### src/cfd_pkg.sv
`timescale 1ns / 1ps

package cfd_pkg;

    // Window geometry: the last byte of a frame is compared straight off the
    // input, so the chain holds one byte less than a full frame.
    localparam int unsigned FRAME_LEN  = 16;
    localparam int unsigned CHAIN_LEN  = FRAME_LEN - 1;
    localparam int unsigned FILL_W     = 4;
    localparam int unsigned TAG_FIRST  = 12;
    localparam int unsigned OPCODE_POS = 6;

    // Configuration port
    localparam int unsigned CFG_IDX_W  = 1;
    localparam int unsigned CFG_DATA_W = 32;
    localparam logic [CFG_IDX_W-1:0] CFG_PROMPT_ENABLE = 1'd0;
    localparam logic [CFG_IDX_W-1:0] CFG_FRAME_TAG     = 1'd1;
    localparam logic [31:0] FRAME_TAG_RESET = 32'h1234_5678;

    // Opcodes carried in frame byte 6
    localparam logic [7:0] OP_START  = 8'd8;
    localparam logic [7:0] OP_STOP   = 8'd6;
    localparam logic [7:0] OP_QUERY  = 8'd2;
    localparam logic [7:0] OP_PROMPT = 8'd11;

    // Fixed bytes 0..11 of a frame; the opcode position is never compared.
    localparam logic [7:0] FRAME_PAT [TAG_FIRST] = '{
        8'hA5, 8'hA5, 8'h5A, 8'h5A, 8'h00, 8'h00,
        8'h00, 8'h01, 8'h00, 8'h00, 8'h00, 8'h01
    };

    typedef enum logic [2:0] {
        EVT_NONE   = 3'd0,
        EVT_START  = 3'd1,
        EVT_STOP   = 3'd2,
        EVT_QUERY  = 3'd3,
        EVT_PROMPT = 3'd4
    } t_event;

endpackage

### src/cfd_cell.sv
`timescale 1ns / 1ps

module cfd_cell (
    input  logic       i_clk,
    input  logic       i_shift,
    input  logic [7:0] i_byte,
    input  logic [7:0] i_expect,
    output logic [7:0] o_byte,
    output logic       o_hit
);
    import cfd_pkg::*;

    logic [7:0] r_byte;

    // Advance one place toward the oldest end on every transfer.
    always_ff @(posedge i_clk) begin
        if (i_shift) begin
            r_byte <= i_byte;
        end
    end

    assign o_byte = r_byte;
    assign o_hit  = (r_byte == i_expect);

endmodule

### src/command_frame_detector.sv
`timescale 1ns / 1ps

// Command frame detector. Each input transfer carries one received serial byte
// and its line-error flags; each one yields exactly one output transfer with a
// command event (none, start, stop, query or prompt). Any nonzero error flag
// empties the window. Error-free bytes shift into a chain of fifteen byte cells;
// once fifteen bytes are held, the cells plus the arriving byte form a 16-byte
// frame that is checked in the same cycle against A5 A5 5A 5A 00 00 op 01
// 00 00 00 01 and the frame tag (least significant byte first). A recognized
// opcode raises its event and empties the window; otherwise the window slides
// by one byte. Throughput is one byte per clock while the input is not stalled:
// the chain shifts and the compare result is registered in the output stage in
// the cycle of the transfer, so an item's event appears in the cycle after it is
// taken. Input is stalled only while the output register holds a result that is
// itself stalled. Configuration: index 0 enables opcode 11 as prompt (reset 0),
// index 1 sets the 32-bit frame tag (reset 0x12345678); write only while idle.

module command_frame_detector (
    input  logic                              i_clk,
    input  logic                              i_rst_n,
    input  logic                              i_cfg_we,
    input  logic [cfd_pkg::CFG_IDX_W-1:0]     i_cfg_index,
    input  logic [cfd_pkg::CFG_DATA_W-1:0]    i_cfg_wdata,
    input  logic                              i_in_valid,
    output logic                              o_in_stall,
    input  logic [7:0]                        i_data_byte,
    input  logic [3:0]                        i_line_error,
    output logic                              o_out_valid,
    input  logic                              i_out_stall,
    output logic [2:0]                        o_command_event
);
    import cfd_pkg::*;

    logic                 r_prompt_en;
    logic [31:0]          r_tag;
    logic [FILL_W-1:0]    r_fill;
    logic [FILL_W-1:0]    n_fill;
    logic                 r_out_valid;
    logic                 n_out_valid;
    t_event               r_event;
    t_event               n_event;

    logic                 in_xfer;
    logic [7:0]           cell_byte   [CHAIN_LEN];
    logic [7:0]           cell_expect [CHAIN_LEN];
    logic [CHAIN_LEN-1:0] cell_hit;
    logic                 frame_hit;
    t_event               decoded;

    // Take a new byte whenever the output register is empty or being drained.
    assign o_in_stall = r_out_valid & i_out_stall;
    assign in_xfer    = i_in_valid & ~o_in_stall;

    // Configuration registers
    always_ff @(posedge i_clk) begin
        if (!i_rst_n) begin
            r_prompt_en <= 1'b0;
            r_tag       <= FRAME_TAG_RESET;
        end else if (i_cfg_we) begin
            case (i_cfg_index)
                CFG_PROMPT_ENABLE: r_prompt_en <= i_cfg_wdata[0];
                CFG_FRAME_TAG:     r_tag       <= i_cfg_wdata[31:0];
                default: ;
            endcase
        end
    end

    // Byte chain: cell 0 holds the oldest byte, the newest enters at the top.
    genvar k;
    generate
        for (k = 0; k < CHAIN_LEN; k++) begin : g_cell
            if (k < TAG_FIRST) begin : g_fixed
                assign cell_expect[k] = FRAME_PAT[k];
            end else begin : g_tag
                assign cell_expect[k] = r_tag[8*(k-TAG_FIRST) +: 8];
            end

            if (k == CHAIN_LEN - 1) begin : g_top
                cfd_cell u_cell (
                    .i_clk    (i_clk),
                    .i_shift  (in_xfer),
                    .i_byte   (i_data_byte),
                    .i_expect (cell_expect[k]),
                    .o_byte   (cell_byte[k]),
                    .o_hit    (cell_hit[k])
                );
            end else begin : g_mid
                cfd_cell u_cell (
                    .i_clk    (i_clk),
                    .i_shift  (in_xfer),
                    .i_byte   (cell_byte[k+1]),
                    .i_expect (cell_expect[k]),
                    .o_byte   (cell_byte[k]),
                    .o_hit    (cell_hit[k])
                );
            end
        end
    endgenerate

    // Every fixed and tag position must hit; the opcode cell is skipped and the
    // arriving byte supplies the top tag byte.
    always_comb begin
        frame_hit = (i_data_byte == r_tag[31:24]);
        for (int j = 0; j < CHAIN_LEN; j++) begin
            if (j != OPCODE_POS) begin
                frame_hit = frame_hit & cell_hit[j];
            end
        end
    end

    always_comb begin
        case (cell_byte[OPCODE_POS])
            OP_START:  decoded = EVT_START;
            OP_STOP:   decoded = EVT_STOP;
            OP_QUERY:  decoded = EVT_QUERY;
            OP_PROMPT: decoded = r_prompt_en ? EVT_PROMPT : EVT_NONE;
            default:   decoded = EVT_NONE;
        endcase
    end

    // Fill count and event for this transfer
    always_comb begin
        n_fill  = r_fill;
        n_event = r_event;
        if (in_xfer) begin
            n_event = EVT_NONE;
            if (i_line_error != 4'd0) begin
                n_fill = '0;
            end else if (r_fill == FILL_W'(CHAIN_LEN)) begin
                if (frame_hit && decoded != EVT_NONE) begin
                    n_event = decoded;
                    n_fill  = '0;
                end
                // A miss slides the window: the count holds at fifteen.
            end else begin
                n_fill = r_fill + 1'b1;
            end
        end
    end

    always_comb begin
        n_out_valid = r_out_valid;
        if (in_xfer) begin
            n_out_valid = 1'b1;
        end else if (!i_out_stall) begin
            n_out_valid = 1'b0;
        end
    end

    always_ff @(posedge i_clk) begin
        if (!i_rst_n) begin
            r_fill      <= '0;
            r_out_valid <= 1'b0;
        end else begin
            r_fill      <= n_fill;
            r_out_valid <= n_out_valid;
        end
    end

    always_ff @(posedge i_clk) begin
        r_event <= n_event;
    end

    assign o_out_valid     = r_out_valid;
    assign o_command_event = r_event;

    // A reported command always leaves the window empty.
    a_event_empties: assert property (@(posedge i_clk) disable iff (!i_rst_n)
        (o_out_valid && r_event != EVT_NONE) |-> (r_fill == '0))
        else $error("command event with non-empty window");

    // An error entry empties the window and reports nothing.
    a_error_clears: assert property (@(posedge i_clk) disable iff (!i_rst_n)
        (in_xfer && i_line_error != 4'd0) |=> (r_fill == '0 && r_event == EVT_NONE))
        else $error("error entry did not clear the window");

    // Every taken byte has its result waiting in the next cycle.
    a_result_follows: assert property (@(posedge i_clk) disable iff (!i_rst_n)
        in_xfer |=> o_out_valid)
        else $error("transfer without a result");

    // No event can come before the window has been filled.
    a_no_early_event: assert property (@(posedge i_clk) disable iff (!i_rst_n)
        (in_xfer && r_fill != FILL_W'(CHAIN_LEN)) |=> (r_event == EVT_NONE))
        else $error("event from a partial window");

endmodule
### config.mk
export PLATFORM = sky130hd
export DESIGN_NAME = command_frame_detector
export DESIGN_NICKNAME = d
export VERILOG_FILES = /design/src/cfd_pkg.sv /design/src/cfd_cell.sv /design/src/command_frame_detector.sv
export SDC_FILE = /design/constraint.sdc
export NUM_CORES = 1
export LEC_CHECK = 0
export BUFFER_PORTS_ARGS = -buffer_cell sky130_fd_sc_hd__buf_2
export CAP_MARGIN = 20
export CORE_ASPECT_RATIO = 1.25
export CORE_MARGIN = 2
export CORE_UTILIZATION = 63
export DETAILED_ROUTE_END_ITERATION = 10
export GPL_ROUTABILITY_DRIVEN = 0
export PLACE_DENSITY = 0.93
export SYNTH_ARGS = -nofsm -noshare
export SYNTH_HDL_FRONTEND = slang
export SYNTH_SLANG_ARGS = --single-unit
### constraint.sdc
create_clock -name i_clk -period 7 [get_ports i_clk]
set_input_delay 1.4 -clock i_clk [delete_from_list [all_inputs] [get_ports i_clk]]
set_output_delay 1.4 -clock i_clk [all_outputs]
set_load 0.02 [all_outputs]
**Word-level counts from Yosys, hierarchy flattened**

Index checks and enable logic that the tools add are counted.

- Bits in registers: 161
- Input bits: 50
- Output and inout port bits: 5
- Logic and storage cells: 77

- $add $sub $neg: 1
- Equality and inequality tests: 17
- Mux-type cells: 7
- Bitwise gates (word level): 20
- Reductions and logical operators: 12

Operator list:

| kind | count |
|---|---|
| $logic_not A8 Y1 | 5 |
| $eq A8 B8 Y1 | 4 |
| $and A1 B1 Y1 | 16 |
| $eq A8 B1 Y1 const B | 2 |
| $eq A8 B4 Y1 const B | 2 |
| $eq A8 B7 Y1 const B | 2 |
| $eq A8 B8 Y1 const B | 2 |
| $mux W4 | 3 |
| $pmux W3 S4 | 1 |
| $eq A8 B2 Y1 const B | 1 |
| $eq A8 B3 Y1 const B | 1 |
| $reduce_and A2 Y1 | 3 |
| $add A4 B1 Y4 const B | 1 |
| $eq A4 B4 Y1 const B | 1 |
| $not A1 Y1 | 4 |
| $reduce_bool A4 Y1 | 1 |
| $mux W3 | 1 |
| $ne A3 B2 Y1 const B | 1 |
| $reduce_bool A3 Y1 | 1 |
| $reduce_or A3 Y1 | 1 |
| $mux W1 | 2 |
| $ne A2 B1 Y1 const B | 1 |
| $logic_and A1 B1 Y1 | 1 |

**Depth between registers and ports, before layout**

- Depth after elaboration: 19
- Gate-level depth with buffers: 7
- Gate-level depth less buffers: 7

**Cells and area by module**

From an unflattened synthesis, not the netlist that was laid out.

- Cells, all modules: 502
- Area total of the unflattened synthesis: 6667.6 um2

Modules (own cells, without submodules):

| module | instances | cells an instance | area an instance (um2) |
|---|---|---|---|
| cfd_cell | 15 | 19 | 326.6 |
| command_frame_detector | 1 | 217 | 1769.2 |

**Least setup slack after synthesis**

No wires, ideal clock.

- Path kind: input to register
- Start point: input i_out_stall
- End point: register r_fill[2]
- Data arrival time: 3.858 ns
- Data required time: 6.930 ns
- Slack: 3.072 ns
- Stages on the path: 7
- Path buffers: 1
- Cells stage by stage: and2_1 > nor2b_1 > buf_2 > nand2_1 > nor3b_1 > a21oi_1 > a21boi_1

- Cells in the longest elaborated chain, start to end: 4

Ends and longest elaborated chain:

| what | RTL line | source |
|---|---|---|
| start, declared | command_frame_detector.sv:29 | `input logic i_out_stall,` |
| $and A1 B1 Y1 | command_frame_detector.sv:51 | `assign o_in_stall = r_out_valid & i_out_stall;` |
| $not A1 Y1 | command_frame_detector.sv:52 | `assign in_xfer = i_in_valid & ~o_in_stall;` |
| $and A1 B1 Y1 | command_frame_detector.sv:52 |  |
| named net g_cell[0].g_mid.u_cell.i_shift | cfd_cell.sv:5 | `input logic i_shift,` |
| $reduce_and A2 Y1 (no line) | -- |  |
| end signal, assigned | command_frame_detector.sv:155 | `r_fill <= n_fill;` |
| end, declared | command_frame_detector.sv:36 | `logic [FILL_W-1:0] r_fill;` |

The timed path passes the listed nets, and every way through them passes these cells.
A chain may end at the register's enable or synchronous reset.

**Worst setup path in the final report**

- Start point: input i_out_stall
- End point: output o_in_stall

- Cells in the longest elaborated chain, start to end: 1

Ends and longest elaborated chain:

| what | RTL line | source |
|---|---|---|
| $and A1 B1 Y1 | command_frame_detector.sv:51 |  |
| end, declared | command_frame_detector.sv:25 | `output logic o_in_stall,` |

No other way between the ends.

==> out/qor.csv <==
metric,value,unit
status,"finished, final reports clean",
dieArea,10100,sq um
crit_buf_inv,2,
ctsResizeCount,0,
port_buffers,54,
post_cts_buffers,0,
fin_area,6870,sq um
cp-start-kind,primary input,
yosysWarningCount,0,
synth_cell_types,41,
diodes,0,
required,5600,ps
p_leak,2.43,nW
drt_iter0_markers,314,
core_area,9130,sq um
min_period,3260,ps
cellPowerDensity,307,nW/um^2
syn_avg_cell_area,14.8,sq um
cts_num_sinks,161,
clockPowerShare,0.417,
hold_path.class,reg -> reg,
crit_family,buffers and inverters,
synth-seq-cells,161,
route.detailed.drc,0,
synthCells,398,
detailed_place_hpwl,7620,microns
die_w,90.4,microns
endpoint_kind,primary output,
wl_per_cell,19.4,microns
insertion_delay,420,ps
netlist_area,5880,sq um
antenna_found_initial,0,
syn_to_final_growth,16.8,%
layout_commonest_cell,edfxtp_1,
fp-row-count,39,
placed_cell_area,6280,sq um
power.switching,450,uW
viasPerCell,5.79,
initial_core_util,0.645,
ant_nets,0,
drt_first_pass_iters,5,
overflow,0,
cts_hold_buf,0,
critPathMaxFanout,3,
cts_tree,done,
hold_violations,0,
slew_headroom,0.295,
swShare,0.213,
final_cell_mix,"edfxtp_1, nand2_1, buf_2, dfxtp_1, xnor2_1",
setup_violations,0,
skew,12.2,ps
die_y,112,microns
grt_pass1_wl,18200,microns
grt_max_degree,81,
final-max-slew-violation-count,0,
tns,0,ps
tightest_slew,1050,ps
wl,11600,microns
io_pins,55,
crit_path_max_incr_delay,190,ps
combinationalPowerShare,0.047,
seq_area_frac_synth,0.757,
clock-root-buffer,clkbuf_16,
cts_made_buffers,17,
nets,513,
p_int,1.66,mW
slowest_stage,and2_1,
crit_chain,"buf_2, and2_1, buf_2",
worstRegToRegCells,6,
grt_usage,0.245,
irDropWorstVdd,0.000239,V
path_clk_slew,60,ps
path_depth,3,
fin_crit_sh,0.465,
syn_nets,449,
htreeDepth,4,
holdPathStages,0,
drv_cap,0,
drive_gt1_frac,0.194,
rsz0062_at_grt,false,
critPathMostFrequentCell,buf_2,
clock_path_buffers,2,
fmax,307,MHz
grt_pass1_vias,3601,
seq_power_share,0.537,
arrival,1860,ps
num_vias,3465,
crit_type,in -> out,
[per-layer routing]
metal  share of wire  wire (microns)  vias to the layer above  GRT usage
li1                -               -                     1605          -
met1            0.36            4190                     1663      0.261
met2            0.55            6400                      167      0.443
met3           0.056             652                       30     0.0698
met4           0.033             379                        0      0.124
met5               0               0                        -          0
[cell families (layout without fill, tap and decap cells)]
family / Yosys count / count (layout) / synth area share
buf+inv: 14 / 91 / 0.00914
simple gates: 155 / 155 / 0.141
compound gates: 34 / 34 / 0.0406
xor+xnor: 31 / 31 / 0.0462
mux: 2 / 2 / 0.00340
flops: 161 / 161 / 0.757
fa+ha+maj: 1 / 1 / 0.00213
[cell usage after synthesis (all sizes together)]
master	number	share of area
nor2	8	0.0051
a21oi	3	0.0026
and4b	1	0.0017
buf	1	0.00085
or4b	1	0.0017
o211ai	1	0.0013
nand3	15	0.013
nor2b	5	0.0053
and2	2	0.0021
mux2i	2	0.0034
or3	1	0.0011
o21a	1	0.0013
xnor2	30	0.045
xor2	1	0.0015
nor4bb	5	0.0085
and3	3	0.0032
nor3b	2	0.0034
a31oi	1	0.0011
o22ai	1	0.0011
dfxtp	38	0.13
or4	2	0.0026
a21boi	21	0.027
o21ai	5	0.0049
nand4bb	1	0.0019
edfxtp	123	0.63
inv	2	0.0013
clkbuf	11	0.0070
nand4	14	0.015
nand2	72	0.049
nor3	3	0.0034
nor4	17	0.021
ha	1	0.0021
nand4b	1	0.0015
nor4b	2	0.0030
a221o	1	0.0017
[final cells by class]
type / instances / area [sq um]
clock buffer: 24 / 526
clock inverter: 8 / 48.8
fill: 531 / 2250
inverter: 2 / 7.51
multi-input combinational: 223 / 1380
sequential: 161 / 4450
tap: 123 / 154
timing repair buffer: 57 / 300
[registers in the layout, summed over array words and instances, names as in the netlist]
| register | cells |
|---|---|
| o_command_event | 3 |
| g_cell.g_mid.u_cell.o_byte | 112 |
| o_out_valid | 1 |
| r_fill | 4 |
| r_prompt_en | 1 |
| r_tag | 32 |
| g_cell.g_top.u_cell.o_byte | 8 |
[worst paths after layout]
kind | slack, ps | start | end
worst min-delay path | 440 | g_cell[3].g_mid.u_cell.o_byte[6]$_DFFE_PP_ | g_cell[2].g_mid.u_cell.o_byte[6]$_DFFE_PP_
worst max-delay path | 3740 | i_out_stall | o_in_stall
worst max register to register | 4550 | g_cell[10].g_mid.u_cell.o_byte[7]$_DFFE_PP_ | o_command_event[0]$_SDFFCE_PP0P_
worst min register to register | 440 | g_cell[3].g_mid.u_cell.o_byte[6]$_DFFE_PP_ | g_cell[2].g_mid.u_cell.o_byte[6]$_DFFE_PP_
[power by group through the flow]
stage	sequential, mW	clock, mW	combinational (mW)
2_1_floorplan	1.14	0	0.0604
3_3_place_gp	1.14	0	0.0909
3_5_place_dp	1.15	0	0.0960
4_1_cts	1.13	0.882	0.0974
5_1_grt	1.14	0.920	0.107
6_report	1.13	0.879	0.0984
[stage by stage]
step           worst slack [ps]  cells  hold slack, ps  total power [mW]   util
6_report                   3740    598             445              2.11  0.753
5_1_grt                    3710    598             465              2.16  0.753
4_1_cts                    3740    597             447              2.11  0.752
3_5_place_dp               3420    565             431              1.25  0.689
3_3_place_gp               3500    565             424              1.24  0.689
2_1_floorplan              3070    398             417              1.20      -
[worst reg2reg max path, delay by kind of cell, from the launching register on]
family	cells	cell delay, ps
AND/OR/NAND/NOR	6	1880
flip-flops	1	420
No activity file was read; power rests on OpenSTA's default activity.
